**src/design/assert_macros.svh**
```systemverilog
// Assertion macros shared by the calibration block.
// Depends on clk_i and rst_ni being present in the module that uses them.
`ifndef ASSERT_MACROS_SVH
`define ASSERT_MACROS_SVH
`ifndef NO_ASSERTIONS
// Property checked on every rising clock edge outside reset.
`define ASSERT_CLK(lbl, prop) \
  lbl: assert property (@(posedge clk_i) disable iff (!rst_ni) (prop)) \
    else $error("assertion failed in calibration block");
// Condition that must never be true on a clock edge outside reset.
`define ASSERT_NEVER(lbl, expr) \
  `ASSERT_CLK(lbl, !(expr))
`else
`define ASSERT_CLK(lbl, prop)
`define ASSERT_NEVER(lbl, expr)
`endif
`endif

```
**src/design/tplc_pkg.sv**
```systemverilog
// Shared types and constants of the two-point light calibration block.
// No dependencies; used by tplc_ctrl and the top level.
package tplc_pkg;

  localparam int SAMPLE_BITS_DEF = 12;
  localparam int GAP_BITS        = 12;

  localparam logic [GAP_BITS-1:0] RESET_MIN_GAP = 12'd300;
  localparam int RESET_DARK_TRIP  = 1500;
  localparam int RESET_LIGHT_TRIP = 2500;

  localparam logic [2:0] BLINK_NONE     = 3'd0;
  localparam logic [2:0] BLINK_STARTED  = 3'd3;
  localparam logic [2:0] BLINK_ABORTED  = 3'd1;
  localparam logic [2:0] BLINK_DARK     = 3'd1;
  localparam logic [2:0] BLINK_REJECTED = 3'd5;
  localparam logic [2:0] BLINK_ACCEPTED = 3'd3;

  typedef enum logic [1:0] {
    MODE_NORMAL      = 2'd0,
    MODE_AWAIT_DARK  = 2'd1,
    MODE_AWAIT_LIGHT = 2'd2
  } mode_e;

  typedef enum logic [2:0] {
    EV_IGNORED  = 3'd0,
    EV_STARTED  = 3'd1,
    EV_ABORTED  = 3'd2,
    EV_DARK     = 3'd3,
    EV_REJECTED = 3'd4,
    EV_ACCEPTED = 3'd5
  } event_e;

  // Control and status part of one result.
  typedef struct packed {
    mode_e      mode;
    event_e     ev;
    logic       key_on;
    logic [2:0] blinks;
    logic       save;
  } ctrl_t;

endpackage

```
**src/design/two_point_light_calibration.sv**
```systemverilog
// Two-point light calibration: input register, decision logic, result register.
// A request passes from the input register through the decision logic into the result register.
// Throughput: one request per cycle while the result side does not stall, set by the single decision stage.
// The input side keeps accepting while a result waits, as long as the result register drains.
// Reset clears both registers' valid flags, the mode, and loads trip points 1500/2500, gap 300.
// Depends on tplc_pkg, tplc_ctrl, tplc_div3 and assert_macros.svh.
`include "assert_macros.svh"
module two_point_light_calibration import tplc_pkg::*; #(
  parameter int SAMPLE_BITS = SAMPLE_BITS_DEF,
  localparam int IN_TDATA_W  = ((SAMPLE_BITS + 7) / 8) * 8,
  localparam int OUT_FIELD_W = 10 + 4 * SAMPLE_BITS,
  localparam int OUT_TDATA_W = ((OUT_FIELD_W + 7) / 8) * 8
) (
  input  logic                   clk_i,
  input  logic                   rst_ni,
  // Configuration: min_gap
  input  logic                   cfg_valid_i,
  output logic                   cfg_ready_o,
  input  logic [GAP_BITS-1:0]    cfg_data_i,
  // Request side
  input  logic                   s_axis_tvalid,
  output logic                   s_axis_tready,
  input  logic [IN_TDATA_W-1:0]  s_axis_tdata,  // light_sample, zero fill
  input  logic                   s_axis_tuser,  // req_type
  // Result side
  output logic                   m_axis_tvalid,
  input  logic                   m_axis_tready,
  output logic [OUT_TDATA_W-1:0] m_axis_tdata   // mode_after, event_code, key_on,
                                                // blink_count, save_request, saved_dark,
                                                // saved_light, dark_trip_now,
                                                // light_trip_now, zero fill
);

  localparam int SB = SAMPLE_BITS;

  logic                   in_valid_q;
  logic                   in_long_q;
  logic [SB-1:0]          in_sample_q;
  logic                   out_valid_q;
  logic [OUT_TDATA_W-1:0] out_data_q, out_data_d;
  logic [GAP_BITS-1:0]    min_gap_q;
  logic                   advance;
  ctrl_t                  ctrl;
  logic [SB-1:0]          saved_dark, saved_light, dark_trip, light_trip;

  // A request moves on when the result register is free or being drained.
  assign advance       = in_valid_q && (!out_valid_q || m_axis_tready);
  assign s_axis_tready = !in_valid_q || advance;
  assign cfg_ready_o   = 1'b1;
  assign m_axis_tvalid = out_valid_q;
  assign m_axis_tdata  = out_data_q;

  // Configuration register.
  always_ff @(posedge clk_i or negedge rst_ni) begin
    if (!rst_ni) begin
      min_gap_q <= RESET_MIN_GAP;
    end else if (cfg_valid_i) begin
      min_gap_q <= cfg_data_i;
    end
  end

  // Input register.
  always_ff @(posedge clk_i or negedge rst_ni) begin
    if (!rst_ni) begin
      in_valid_q <= 1'b0;
    end else if (s_axis_tready) begin
      in_valid_q <= s_axis_tvalid;
    end
  end

  always_ff @(posedge clk_i) begin
    if (s_axis_tvalid && s_axis_tready) begin
      in_long_q   <= s_axis_tuser;
      in_sample_q <= s_axis_tdata[SB-1:0];
    end
  end

  tplc_ctrl #(.SAMPLE_BITS(SB)) u_ctrl (
    .clk_i         (clk_i),
    .rst_ni        (rst_ni),
    .step_i        (advance),
    .is_long_i     (in_long_q),
    .sample_i      (in_sample_q),
    .min_gap_i     (min_gap_q),
    .ctrl_o        (ctrl),
    .saved_dark_o  (saved_dark),
    .saved_light_o (saved_light),
    .dark_trip_o   (dark_trip),
    .light_trip_o  (light_trip)
  );

  // Pack the result, first field in the lowest bits.
  assign out_data_d = OUT_TDATA_W'({light_trip, dark_trip, saved_light, saved_dark,
                                    ctrl.save, ctrl.blinks, ctrl.key_on, ctrl.ev,
                                    ctrl.mode});

  // Result register.
  always_ff @(posedge clk_i or negedge rst_ni) begin
    if (!rst_ni) begin
      out_valid_q <= 1'b0;
    end else if (advance) begin
      out_valid_q <= 1'b1;
    end else if (m_axis_tready) begin
      out_valid_q <= 1'b0;
    end
  end

  always_ff @(posedge clk_i) begin
    if (advance) begin
      out_data_q <= out_data_d;
    end
  end

  // A waiting result is never overwritten.
  `ASSERT_NEVER(a_no_overwrite, advance && out_valid_q && !m_axis_tready)
  // A save request comes only with an accepted pair.
  `ASSERT_CLK(a_save_accept, advance |-> (ctrl.save == (ctrl.ev == EV_ACCEPTED)))
  // A started calibration always waits for the dark sample next.
  `ASSERT_CLK(a_start_mode, (advance && ctrl.ev == EV_STARTED) |-> (ctrl.mode == MODE_AWAIT_DARK))

endmodule

```
**src/design/tplc_div3.sv**
```systemverilog
// Divide-by-three of an unsigned value by multiplying with a reciprocal.
// Depends on nothing; used by tplc_ctrl.
module tplc_div3 #(
  parameter int W = 12
) (
  input  logic [W-1:0] x_i,
  output logic [W-1:0] q_o
);

  // With K = W + 1 the reciprocal error stays below one unit for every x.
  localparam int K = W + 1;
  localparam logic [K-1:0] RECIP = K'((2 ** K) / 3 + 1);

  logic [W+K-1:0] prod;

  // Quotient is the upper part of the product.
  assign prod = (W+K)'(x_i) * (W+K)'(RECIP);
  assign q_o  = prod[W+K-1:K];

endmodule

```
**src/design/tplc_ctrl.sv**
```systemverilog
// Calibration state and the decision for one button request.
// Depends on tplc_pkg and tplc_div3.
module tplc_ctrl import tplc_pkg::*; #(
  parameter int SAMPLE_BITS = SAMPLE_BITS_DEF
) (
  input  logic                   clk_i,
  input  logic                   rst_ni,
  input  logic                   step_i,
  input  logic                   is_long_i,
  input  logic [SAMPLE_BITS-1:0] sample_i,
  input  logic [GAP_BITS-1:0]    min_gap_i,
  output ctrl_t                  ctrl_o,
  output logic [SAMPLE_BITS-1:0] saved_dark_o,
  output logic [SAMPLE_BITS-1:0] saved_light_o,
  output logic [SAMPLE_BITS-1:0] dark_trip_o,
  output logic [SAMPLE_BITS-1:0] light_trip_o
);

  localparam int SB = SAMPLE_BITS;
  localparam int CW = ((SB > GAP_BITS) ? SB : GAP_BITS) + 2;

  mode_e           mode_q, mode_d;
  logic [SB-1:0]   held_q, held_d;
  logic [SB-1:0]   dtrip_q, dtrip_d;
  logic [SB-1:0]   ltrip_q, ltrip_d;

  logic signed [SB:0]   diff;
  logic signed [CW-1:0] diff_w;
  logic signed [CW-1:0] gap_w;
  logic                 gap_ok;
  logic [SB-1:0]        span;
  logic [SB:0]          span2;
  logic [SB-1:0]        third;
  logic [SB:0]          two_third;

  // Signed difference against the held dark sample, checked against the gap.
  assign diff   = $signed({1'b0, sample_i}) - $signed({1'b0, held_q});
  assign diff_w = CW'(diff);
  assign gap_w  = signed'({{(CW-GAP_BITS){1'b0}}, min_gap_i});
  assign gap_ok = (diff_w >= gap_w);
  assign span   = diff[SB-1:0];
  assign span2  = {span, 1'b0};

  tplc_div3 #(.W(SB)) u_div_one (
    .x_i (span),
    .q_o (third)
  );

  tplc_div3 #(.W(SB+1)) u_div_two (
    .x_i (span2),
    .q_o (two_third)
  );

  // Next state and result for the request in the input register.
  always_comb begin
    mode_d        = MODE_NORMAL;
    held_d        = held_q;
    dtrip_d       = dtrip_q;
    ltrip_d       = ltrip_q;
    ctrl_o.ev     = EV_IGNORED;
    ctrl_o.key_on = 1'b0;
    ctrl_o.blinks = BLINK_NONE;
    ctrl_o.save   = 1'b0;
    saved_dark_o  = '0;
    saved_light_o = '0;
    if (is_long_i) begin
      if (mode_q == MODE_AWAIT_DARK || mode_q == MODE_AWAIT_LIGHT) begin
        ctrl_o.ev     = EV_ABORTED;
        ctrl_o.blinks = BLINK_ABORTED;
      end else begin
        ctrl_o.ev     = EV_STARTED;
        ctrl_o.blinks = BLINK_STARTED;
        ctrl_o.key_on = 1'b1;
        mode_d        = MODE_AWAIT_DARK;
      end
    end else begin
      unique case (mode_q)
        MODE_AWAIT_DARK: begin
          held_d        = sample_i;
          ctrl_o.ev     = EV_DARK;
          ctrl_o.blinks = BLINK_DARK;
          mode_d        = MODE_AWAIT_LIGHT;
        end
        MODE_AWAIT_LIGHT: begin
          if (gap_ok) begin
            dtrip_d       = held_q + third;
            ltrip_d       = held_q + two_third[SB-1:0];
            ctrl_o.ev     = EV_ACCEPTED;
            ctrl_o.blinks = BLINK_ACCEPTED;
            ctrl_o.save   = 1'b1;
            saved_dark_o  = held_q;
            saved_light_o = sample_i;
          end else begin
            ctrl_o.ev     = EV_REJECTED;
            ctrl_o.blinks = BLINK_REJECTED;
          end
        end
        default: begin
          ctrl_o.ev = EV_IGNORED;
        end
      endcase
    end
    ctrl_o.mode  = mode_d;
    dark_trip_o  = dtrip_d;
    light_trip_o = ltrip_d;
  end

  // State advances once per request that moves to the result register.
  always_ff @(posedge clk_i or negedge rst_ni) begin
    if (!rst_ni) begin
      mode_q  <= MODE_NORMAL;
      held_q  <= '0;
      dtrip_q <= SB'(RESET_DARK_TRIP);
      ltrip_q <= SB'(RESET_LIGHT_TRIP);
    end else if (step_i) begin
      mode_q  <= mode_d;
      held_q  <= held_d;
      dtrip_q <= dtrip_d;
      ltrip_q <= ltrip_d;
    end
  end

endmodule
```
**config.mk**
```make
export PLATFORM = sky130hd
export DESIGN_NAME = two_point_light_calibration
export DESIGN_NICKNAME = d
export VERILOG_FILES = /design/src/design/tplc_pkg.sv /design/src/design/two_point_light_calibration.sv /design/src/design/tplc_div3.sv /design/src/design/tplc_ctrl.sv
export VERILOG_INCLUDE_DIRS = /design/src /design/src/design
export SDC_FILE = /design/constraint.sdc
export NUM_CORES = 1
export LEC_CHECK = 0
export BUFFER_PORTS_ARGS = -buffer_cell sky130_fd_sc_hd__buf_2
export CORE_UTILIZATION = 35
export DETAILED_ROUTE_END_ITERATION = 6
export GPL_ROUTABILITY_DRIVEN = 0
export SYNTH_ARGS = -nofsm -noshare
export SYNTH_HDL_FRONTEND = slang
export SYNTH_HIERARCHICAL = 1
export SYNTH_SLANG_ARGS = --single-unit
```
**constraint.sdc**
```tcl
create_clock -name clk_i -period 6.8 [get_ports clk_i]
set_input_delay 0.68 -clock clk_i [delete_from_list [all_inputs] [get_ports clk_i]]
set_output_delay 0.68 -clock clk_i [all_outputs]
set_load 0.005 [all_outputs]
```
# Word-level counts from Yosys, hierarchy flattened
# Cells that the tools add are included.
[word_totals]
wordCells = 56
out_inout_bits = 67
regBits = 123
input_bits = 34
[classes]
magnitude_cmp = 1
addsub = 3
muxes = 21
reduce_logical = 11
n_bitwise = 3
multipliers = 2
eq_ne = 2
[op_table]
columns = ["operator", "count"]
rows = [
  ["$mux W12", 6],
  ["$mul A12 B12 Y24 const B", 2],
  ["$ge A13 B13 Y1", 1],
  ["$sub A12 B12 Y13", 1],
  ["$add A12 B11 Y12", 1],
  ["$add A12 B12 Y12", 1],
  ["$pmux W3 S2", 2],
  ["$mux W3", 3],
  ["$mux W2", 4],
  ["$mux W1", 6],
  ["$logic_or A1 B1 Y1", 3],
  ["$not A1 Y1", 3],
  ["$reduce_and A3 Y1", 1],
  ["$reduce_or A3 Y1", 1],
  ["$eq A2 B1 Y1 const B", 1],
  ["$eq A2 B2 Y1 const B", 1],
  ["$logic_and A1 B1 Y1", 2],
  ["$logic_not A1 Y1", 2],
  ["$reduce_bool A2 Y1", 1],
  ["$reduce_or A2 Y1", 1],
]

# Longest topological paths before layout
[depth]
word_depth = 6
depth_mapped = 32
mapped_depth_nobuf = 32

# Modules after synthesis
# The synthesis kept the hierarchy.
[by_module_without_submodules]
columns = ["mod", "cells_each", "area_each_um2", "seq_area_each_um2", "n_inst"]
rows = [
  ["tplc_ctrl", 419, 3950.0, 965.9, 1],
  ["tplc_div3 at u_ctrl.u_div_two", 321, 2946.6, 0.0, 1],
  ["two_point_light_calibration", 113, 2770.2, 2487.4, 1],
  ["tplc_div3 at u_ctrl.u_div_one", 294, 2691.3, 0.0, 1],
]

# Least setup slack after synthesis
# Ideal clock, no wire load.
[synth_timing]
path_kind = "reg2reg"
start = "register u_ctrl.held_q[1]"
end = "register out_data_q[45] (netlist: m_axis_tdata[45]), data pin"
arrival_ns = 7.204
required_ns = 6.540
stages_incl_launch_ff = 32
n_path_buf = 0
synth_period_minus_slack_ns = 7.464
setup_ns = 0.260
path_slack_ns = -0.664
cell_sequence = "dfrtp_1 -> inv_1 -> ha_1 -> nor2b_1 -> o211ai_1 -> a311oi_1 -> a41oi_1 -> nor2b_1 -> xnor2_1 -> ha_1 -> ha_1 -> inv_1 -> fa_1 -> inv_1 -> fa_1 -> inv_1 -> fa_1 -> inv_1 -> ha_1 -> a21oi_1 -> o221ai_1 -> a31oi_1 -> o21bai_1 -> a21oi_1 -> xnor2_1 -> ha_1 -> o21ai_0 -> nand2b_1 -> a31oi_1 -> a21oi_1 -> xnor2_1 -> mux2_4"
[synth_between]
elab_chain_len = 6
elab_cells_between_ends = 7
cone_classes = "2 x add/sub; 1 x mul; 1 x order compare; 3 x mux"
[synth_rtl]
columns = ["element", "line", "text"]
rows = [
  ["start: declaration", "tplc_ctrl.sv:23", "logic [SB-1:0] held_q, held_d;"],
  ["start signal: assignment", "tplc_ctrl.sv:117", "held_q <= held_d;"],
  ["$sub A12 B12 Y13", "tplc_ctrl.sv:37", "assign diff = $signed({1'b0, sample_i}) - $signed({1'b0, held_q});"],
  ["net u_ctrl.diff[9]", "tplc_ctrl.sv:27", "logic signed [SB:0] diff;"],
  ["$mul A12 B12 Y24", "tplc_div3.sv:17", "assign prod = (W+K)'(x_i) * (W+K)'(RECIP);"],
  ["net u_ctrl.third[4]", "tplc_ctrl.sv:33", "logic [SB-1:0] third;"],
  ["$add A12 B11 Y12", "tplc_ctrl.sv:86", "dtrip_d = held_q + third;"],
  ["$mux W12", "tplc_ctrl.sv:85", "if (gap_ok) begin"],
  ["$mux W12", "tplc_ctrl.sv:77", "unique case (mode_q)"],
  ["$mux W12", "tplc_ctrl.sv:66", "if (is_long_i) begin"],
  ["net dark_trip[11]", "two_point_light_calibration.sv:44", "logic [SB-1:0] saved_dark, saved_light, dark_trip, light_trip;"],
  ["end signal: assignment", "two_point_light_calibration.sv:110", "out_data_q <= out_data_d;"],
  ["end: declaration", "two_point_light_calibration.sv:40", "logic [OUT_TDATA_W-1:0] out_data_q, out_data_d;"],
]
# The timed path passes the listed nets, and every way through them passes these cells.
# A chain may end at the register's enable or synchronous reset.

# Worst setup path after layout
[layout_timing]
start = "register in_sample_q[0]"
end = "register out_data_q[43] (netlist: m_axis_tdata[43]), data pin"
[layout_between]
elab_chain_len = 6
elab_cells_between_ends = 7
cone_classes = "2 x add/sub; 1 x mul; 1 x order compare; 3 x mux"
[layout_rtl]
columns = ["element", "line", "text"]
rows = [
  ["start: declaration", "two_point_light_calibration.sv:38", "logic [SB-1:0] in_sample_q;"],
  ["start signal: assignment", "two_point_light_calibration.sv:74", "in_sample_q <= s_axis_tdata[SB-1:0];"],
  ["$sub A12 B12 Y13", "tplc_ctrl.sv:37", ""],
  ["net u_ctrl.diff[10]", "tplc_ctrl.sv:27", ""],
  ["$mul A12 B12 Y24", "tplc_div3.sv:17", ""],
  ["net u_ctrl.third[8]", "tplc_ctrl.sv:33", ""],
  ["$add A12 B11 Y12", "tplc_ctrl.sv:86", ""],
  ["$mux W12", "tplc_ctrl.sv:85", ""],
  ["$mux W12", "tplc_ctrl.sv:77", ""],
  ["$mux W12", "tplc_ctrl.sv:66", ""],
  ["net dark_trip[9]", "two_point_light_calibration.sv:44", ""],
]
# The timed path passes the listed nets, and every way through them passes these cells.

==> flow_summary.toml <==
[setup_path]
timing.setup.critical_path_class = "flip-flop to flip-flop"
critPathTopFamily = "adder cells"
reg2regPathDepth = 31
worst-endpoint-arrival_ns = 7.37
worst_r2r_startpoint = "in_sample_q[0]"
timing.critical_path.buf_inv = 6
setup.worst_path.end_class = "flip-flop"
cell_seen_most_often_among_critical_path_stages = "sky130_fd_sc_hd__ha_4"
cp_slowest_stage_delay_ns = 0.54
worstSetupStartpointType = "flip-flop"
reg2reg_setup_slack_ns = -0.40
worst-endpoint-required_ns = 6.97
cp_slowest_cell = "sky130_fd_sc_hd__or4b_4"
worst-path-max-fanout = 7
rr_endpoint = "m_axis_tdata[43]"

[global_routing]
grt_first_pass_wirelength_um = 49100
grt_util_met1 = 0.221
grt_max_degree = 64
top_usage_layer = "met2"
grt_util_met2 = 0.300
grt_pass1_vias = 9878
track_usage = 0.172
grt_overflow_total = 0
gr-usage-met3 = 0.0238
grt_antenna_before_repair = 0

[floorplan]
die-area_um2 = 36000
pin_count = 101
floorplan.initialDensity = 0.357
dieHeight_um = 190
core_area_um2 = 34600
row_count = 68
die_w_um = 190

[detailed_routing]
sum_of_routed_wire_length_over_all_layers_um = 29500
vias = 9138
drtIter0Drc = 410
post_detailed_route_count_of_antenna_violating_nets = 0
detail_route.first_pass.iterations = 5
avgRoutedWirePerCell_um = 15.2
post_drt_via_cell_ratio = 4.71
remaining_drc_errors = 0

[timing]
tightest_slew_ns = 0.897
fmax_ghz = 0.139
finalMaxSlewViolations = 0
report.final.hold_viol_count = 0
period_needed_ns = 7.20
grt_setup_unrepaired = "yes"
period_share = 1.06
max-slew-margin-rel = 0.400
finalSetupViolCount = 33
setup_ws_ns = -0.401
holdWs_ns = 0.376
final.setup_skew_ns = 0.0208

[hold_path]
worst_hold_path_type = "input pin to asynchronous set/reset pin"

[yosys]
synth_area_um2 = 12300
synth-warning-count = 6
netlist_instances = 1145
syn_avg_cell_area_um2 = 10.8

[clocking]
htreeDepth = 4
tritoncts = "built"
clockRootBuffer = "sky130_fd_sc_hd__clkbuf_16"
cts_hold_repair.buffers = 0
clkSlewWorstSetupHoldPaths_ns = 0.06
numClockSinks = 123
cts_buffer_depth = 2
clk_latency_ns = 0.42
cts_inserted_buffers = 17

[layout]
fin_nets = 1805
commonest_cells_after_routing_fill_and_taps_aside = "216 x sky130_fd_sc_hd__buf_4, 204 x sky130_fd_sc_hd__inv_1, 177 x sky130_fd_sc_hd__ha_1"
post-route-util = 0.486
syn2layout_area_growth_pct = 36.4
final_layout_size_suffix_gt1_frac = 0.410
most_common_cell_after_layout_fill_and_taps_aside = "sky130_fd_sc_hd__buf_4"
antenna_cells = 0

[flow_run]
maxCapViolCount = 0

[placement]
preCtsSetupSlack_ns = -0.752
place_hpwl_um = 23500
io_buffer_count = 89

[outcome]
status = "finished, violations left"
failed_checks = "setup timing"
==> sequential cells by signal, indices dropped and copies added, names as in the netlist <==
register	count
in_long_q	1
in_valid_q	1
min_gap_q	12
m_axis_tdata	58
u_ctrl/held_q	12
u_ctrl/ltrip_q	12
u_ctrl/dtrip_q	12
m_axis_tvalid	1
u_ctrl/mode_q	2
in_sample_q	12
==> final cells by class <==
type	instances	area [µm²]
flip-flops and latches	123	3450
multi-input cells	790	9100
well taps	455	569
clock inverters	14	161
clock buffers	18	429
repair buffers	323	2310
inverters	216	813
fillers	3048	17800
==> worst max-delay path by stage <==
| stage | startpoint | endpoint | slack [ns] | depth (start not counted) |
|---|---|---|---|---|
| after floorplan | u_ctrl/held_q[0] | m_axis_tdata[45] | -0.02 | 29 |
| after detailed placement | in_sample_q[0] | m_axis_tdata[45] | -0.75 | 29 |
| after global placement | in_sample_q[0] | m_axis_tdata[45] | -0.71 | 29 |
| after CTS | in_sample_q[0] | m_axis_tdata[56] | -0.36 | 30 |
| after global routing | in_sample_q[0] | m_axis_tdata[51] | -0.71 | 31 |
| final | in_sample_q[0] | m_axis_tdata[43] | -0.40 | 31 |
==> worst register-to-register path: cells and delay by family (launching register included) <==
kind,cells,cell delay [ns]
adder cells (fa/ha/maj),8,2.59
AND/OR/NAND/NOR,8,1.68
AO/OA/AOI/OAI,6,1.07
buffers and inverters,6,0.69
flip-flops,1,0.41
multiplexers,2,0.36
XOR/XNOR,1,0.15
==> routing by layer <==
metal | wire, µm | up-vias | part of all wire
li1 | - | 4536 | -
met1 | 13700 | 4426 | 0.47
met2 | 14500 | 145 | 0.49
met3 | 711 | 31 | 0.024
met4 | 553 | 0 | 0.019
met5 | 0 | - | 0
==> what timing repair did <==
action                     in CTS  in global routing
setup endpoints to repair      38                 40
buffers inserted               16                 22
gates resized for setup       106                 50
pin swaps                      79                 53
==> per-stage QoR <==
stage          cells  instance area, µm²  TNS [ns]
2_1_floorplan   1153               12800   -0.0799
6_report        1939               16800     -7.63
3_3_place_gp    1872               15200    -15.30
5_1_grt         1939               16800    -19.34
3_5_place_dp    1872               15200    -17.43
4_1_cts         1920               16400     -6.43
Power is left out: the tool's default activity adds up to more than one toggle a clock period on the data nets, which glitch-free logic cannot reach.
